==> config.mk <==
export PLATFORM = sky130hd
export DESIGN_NAME = acbc_ram
export DESIGN_NICKNAME = d
export VERILOG_FILES = /design/src/sv/acbc_ram.sv
export SDC_FILE = /design/constraint.sdc
export NUM_CORES = 2
export LEC_CHECK = 0
export BUFFER_PORTS_ARGS = -buffer_cell sky130_fd_sc_hd__buf_2
export CAP_MARGIN = 0
export CORE_ASPECT_RATIO = 2
export CORE_MARGIN = 2
export CORE_UTILIZATION = 27
export CTS_BUF_LIST = sky130_fd_sc_hd__clkbuf_4
export DETAILED_ROUTE_END_ITERATION = 8
export PLACE_DENSITY = 0.43
export SLEW_MARGIN = 20
export SYNTH_ARGS = -nofsm -noshare
export SYNTH_HDL_FRONTEND = slang
export SYNTH_SLANG_ARGS = --single-unit
==> constraint.sdc <==
create_clock -name i_clk -period 4.2 [get_ports i_clk]
set_clock_uncertainty 0.1 [all_clocks]
set_input_delay 0.42 -clock i_clk [delete_from_list [all_inputs] [get_ports i_clk]]
set_output_delay 0.42 -clock i_clk [all_outputs]
set_load 0.03 [all_outputs]
==> src/sv/acbc_ram.sv <==
// Generic simple dual-port RAM (one write port, one read port) with registered read.
module acbc_ram #(
    parameter int WIDTH = 32,
    parameter int DEPTH = 60
) (
    input  logic                     i_clk,
    input  logic                     i_we,
    input  logic [$clog2(DEPTH)-1:0] i_waddr,
    input  logic [WIDTH-1:0]         i_wdata,
    input  logic [$clog2(DEPTH)-1:0] i_raddr,
    output logic [WIDTH-1:0]         o_rdata
);
    logic [WIDTH-1:0] r_mem [DEPTH];

    always_ff @(posedge i_clk) begin
        if (i_we) begin
            r_mem[i_waddr] <= i_wdata;
        end
        o_rdata <= r_mem[i_raddr];
    end
endmodule

# Word-level counts from Yosys, hierarchy flattened
# Memory sizes are Yosys's and may differ from the RTL's. A register that Yosys moved wholly into a read port is not among the register bits.
# Index checks and enable logic that the tools add are counted.
# op_classes
mux	2
# ops
operator	n
1-bit 2-to-1 mux	2
# word_totals
regBits	0
ram_bits	1920
in_bits	46
output_inout_bits	32
elab_cells	3
n_memories	1
# memory_table
name	depth	word_bits	rd	rd_clocked_by_memory_dff	wr	line_no	text
r_mem	60	32	1	1	1	13	logic [WIDTH-1:0] r_mem [DEPTH];

# Longest topological paths before layout
# logic_depth
word_depth	2
mapped_depth	10

# Worst setup path after synthesis
# No wires, ideal clock.
# synth_path
kind	in2reg
from	input port i_waddr[4]
to	memory r_mem[32][0], enable pin
arrival_time_ns	3.098
t_required_ns	3.639
slack_ns	0.541
cell_stages	4
cell_sequence	clkbuf_1 -> nor2_1 -> nand4b_1 -> nor3_1
# synth_lines
item	line_no	text
start: declaration	8	input logic [$clog2(DEPTH)-1:0] i_waddr,
end: declaration	13	
# No word-level cell before the write port.

==> key figures <==
GRT
  – First-pass GRT wire length: 325 mm
  – GRT Resource Usage Total: 16.8%
  – Maximum number of pins on one net before global-route repair: 61
  – Vias in the first global route: 40,400
  – Remaining global-route overflow: 0
  – Number of antenna violations at the first check in global routing: 18

Route
  – Average routed wire per standard cell: 30.2 um
  – DRC violations left: 0
  – First-pass iteration count of the detailed router: 5
  – Total detailed-routing wirelength: 237 mm
  – Final antenna-violating net count: 0
  – 1st-iter DRT viols: 2,924
  – Via count normalized by instance count: 4.74
  – Total vias in the final route: 37,200

Place
  – Routability Congestion: 0.749
  – Instance count after placement with tap cells included: 6,945
  – Dpl hpwl: 137 mm
  – IO buf count: 77

Finish
  – Area growth from synthesis to layout: 17.6%
  – Count of placed standard cells in the final layout, fillers left out: 7,846
  – # nets final: 3,936
  – Share of layout cells above drive strength 1: 37.0%

Synthesis
  – Count of warnings emitted by yosys: 0
  – Number of distinct standard cells referenced by the synthesized netlist: 38
  – Adder-cell share of the synthesized area: 0%
  – Share of synthesized area spent on multiplexers: 14.6%
  – #FFs+latches synth: 1,952
  – Mapped Nets: 3,310
  – Fraction of the mapped netlist area in compound gates: 3.60%
  – Main combinational cell family by area after synthesis: multiplexers
  – Gate count after technology mapping: 3,264
  – Mean instance size in the synthesized netlist: 22.6 um2
  – Summed instance area of the synthesized netlist: 73,800 um2
  – Share of the synthesized netlist area taken by xor and xnor gates: 0%
  – Post-Synth Simple-Gate Area: 1.45%
  – Portion of the post-synthesis area used by sequential elements: 79.0%

Setup path
  – Kind of end point of the critical path: flop
  – Total buffers and inverters traversed by the critical path: 5
  – Critical path arrival: 4.09 ns
  – Highest fanout seen on the critical path: 18
  – Required time at the endpoint of the critical path: 5.30 ns
  – Cell with the most instances on the worst path: buf_4
  – Delay of the slowest cell on the worst path: 0.72 ns
  – Series of cell instances along the critical path: dlygate4sd3_1 -> buf_4 -> buf_4 -> nor2b_4 -> buf_4 -> a22oi_1 -> nand2_1 -> a21oi_1 -> o211ai_1 -> dlygate4sd3_1
  – Top cell family by delay on the critical path: buffers and inverters
  – CP max stage cell: nor2b_4
  – Critical Setup Path Class: input pin to flop
  – Startpoint type of the worst setup path: input pin

Run status
  – Result of the run: complete, no violations

STA
  – Post-route clock period utilization: 71.2%
  – Slew of the pin with the lowest slew margin: 1.13 ns
  – Relative slew slack: 24.1%
  – Total negative slack for setup checks: 0 ns
  – Final slew viol count: 0
  – Final setup violation count: 0
  – Final hold vios: 0
  – Fmax: 0.334 GHz
  – Clock period minus worst slack: 2.99 ns
  – Unrepaired setup endpoints after global routing: no

Pwr
  – Peak ir drop on the vdd network: 0.000200 V
  – Static power due to leakage: 27.2 nW
  – Cell Pwr Density: 448 nW/um2

CTS
  – Count of H-tree levels built during CTS: 5
  – Clock latency reported for the late side of the worst-skew pair: 1.25 ns
  – Cell at the root of the clock tree: clkbuf_4
  – Setup Buffers After CTS: 0
  – CTS tree: done
  – Clk slew on worst S/H paths: 0.07 ns
  – Number of hold-repair buffers added at the cts stage: 61
  – Clock sinks: 1,952
  – Number of gates given a new drive strength after cts: 0
  – TritonCTS Buffers: 431
  – Clock Path Buffers: 4

Hold path
  – Min-Delay Path Class: input pin to flop

Floorplanning
  – Number of ports placed on the die boundary: 78
  – Number of cell rows: 271
  – Die Footprint: 278,000 um2
  – Horizontal die dimension: 374 um
  – Effective utilization at floorplan: 27.1%
  – Core Area: 272,000 um2
  – Die H: 743 um

Flow run
  – Max-cap violations: 0
==> layout by cell type, fill, tap and decap left out, drive strengths merged, types with 38 or more instances in the layout <==
| cell | instances |
|---|---|
| o21ai | 83 |
| a22oi | 109 |
| a21oi | 45 |
| dlygate4sd3 | 61 |
| clkbuf | 661 |
| mux2i | 38 |
| nand2 | 62 |
| nor2 | 86 |
| edfxtp | 1920 |
| nand3 | 43 |
| mux4 | 461 |
| diode | 68 |
| buf | 321 |
| clkinv | 99 |
==> cell usage after synthesis <==
cell,instances,area (um2)
a21oi_1,45,225
a221oi_1,19,166
a22o_1,26,228
a22oi_1,109,818
a31o_2,13,114
a31oi_1,19,119
and2_1,4,25.0
and3_1,19,119
buf_1,22,82.6
buf_12,4,80.1
buf_2,42,210
buf_4,15,113
buf_6,12,135
buf_8,3,45.0
clkbuf_1,91,342
dfxtp_1,32,641
edfxtp_1,1920,57700
inv_1,1,3.75
inv_2,2,7.51
mux2i_1,38,380
mux4_2,461,10400
nand2_1,62,233
nand2b_1,3,18.8
nand3_1,43,215
nand3b_1,3,22.5
nand4_1,2,12.5
nand4b_1,1,8.76
nor2_1,86,323
nor2b_1,8,50.1
nor3_1,2,10.0
o211a_1,19,190
o211ai_1,32,240
o21a_1,19,143
o21ai_0,65,325
o21ai_1,18,90.1
or2_2,1,6.26
or3_1,1,6.26
or3b_2,2,17.5
==> per-layer routing <==
| layer | vias up | track usage, % | part of all wire [%] |
|---|---|---|---|
| li1 | 15500 | - | - |
| met1 | 20300 | 17.6 | 35 |
| met2 | 1015 | 33.5 | 58 |
| met3 | 319 | 2.28 | 3.5 |
| met4 | 4 | 6.52 | 3.5 |
| met5 | - | 0 | 0.013 |
==> area by class of cell <==
class	count	area (um2)
Antenna cell	68	170
Clock buffer	661	4960
Clock inverter	111	592
Fill cell	26200	185000
Inverter	3	12.5
Multi-Input combinational cell	1120	15000
Sequential cell	1952	58300
Tap cell	3549	4440
Timing Repair Buffer	382	3340
==> metrics by stage <==
step	area [um2]	hold WS [ns]	power [W]	utilization, %	setup slack, ns
floorplan	73800	0.419	0.0231	-	0.541
global placement	80400	0.521	0.0244	29.5	0.449
detailed placement	80500	0.516	0.0244	29.5	0.701
CTS	86600	0.00150	0.0395	31.8	1.15
global route	86800	0.104	0.0404	31.9	1.20
finish	86800	0.128	0.0389	31.9	1.21
==> state kept, by name, indices dropped and copies added (netlist names) <==
signal,count
o_rdata,32
r_mem,1920
==> kinds of logic (layout without fill, tap and decap cells) <==
family / Yosys count / count (layout)
DFF: 1952 / 1952
muxes: 499 / 499
AOI/OAI and AO/OA: 384 / 384
and+or+nand+nor: 237 / 237
buffers and inverters: 192 / 1157
other: 0 / 68
==> final timing paths <==
check	startpoint	end	slack, ns	cells past startpoint
worst min-delay path	i_wdata[5]	r_mem[50][5]	0.13	2
worst min register to register	r_mem[59][23]	o_rdata[23]	0.72	4
worst max register to register	r_mem[28][26]	o_rdata[26]	1.50	5
worst max-delay path	i_raddr[2]	o_rdata[29]	1.21	10
==> power by group <==
part | internal [W] | total, W | switching (W)
clock | 0.00741 | 0.0150 | 0.00760
combinational | 0.000801 | 0.00229 | 0.00149
sequential | 0.0215 | 0.0216 | 0.0000913
No activity file was read; power rests on OpenSTA's default activity.
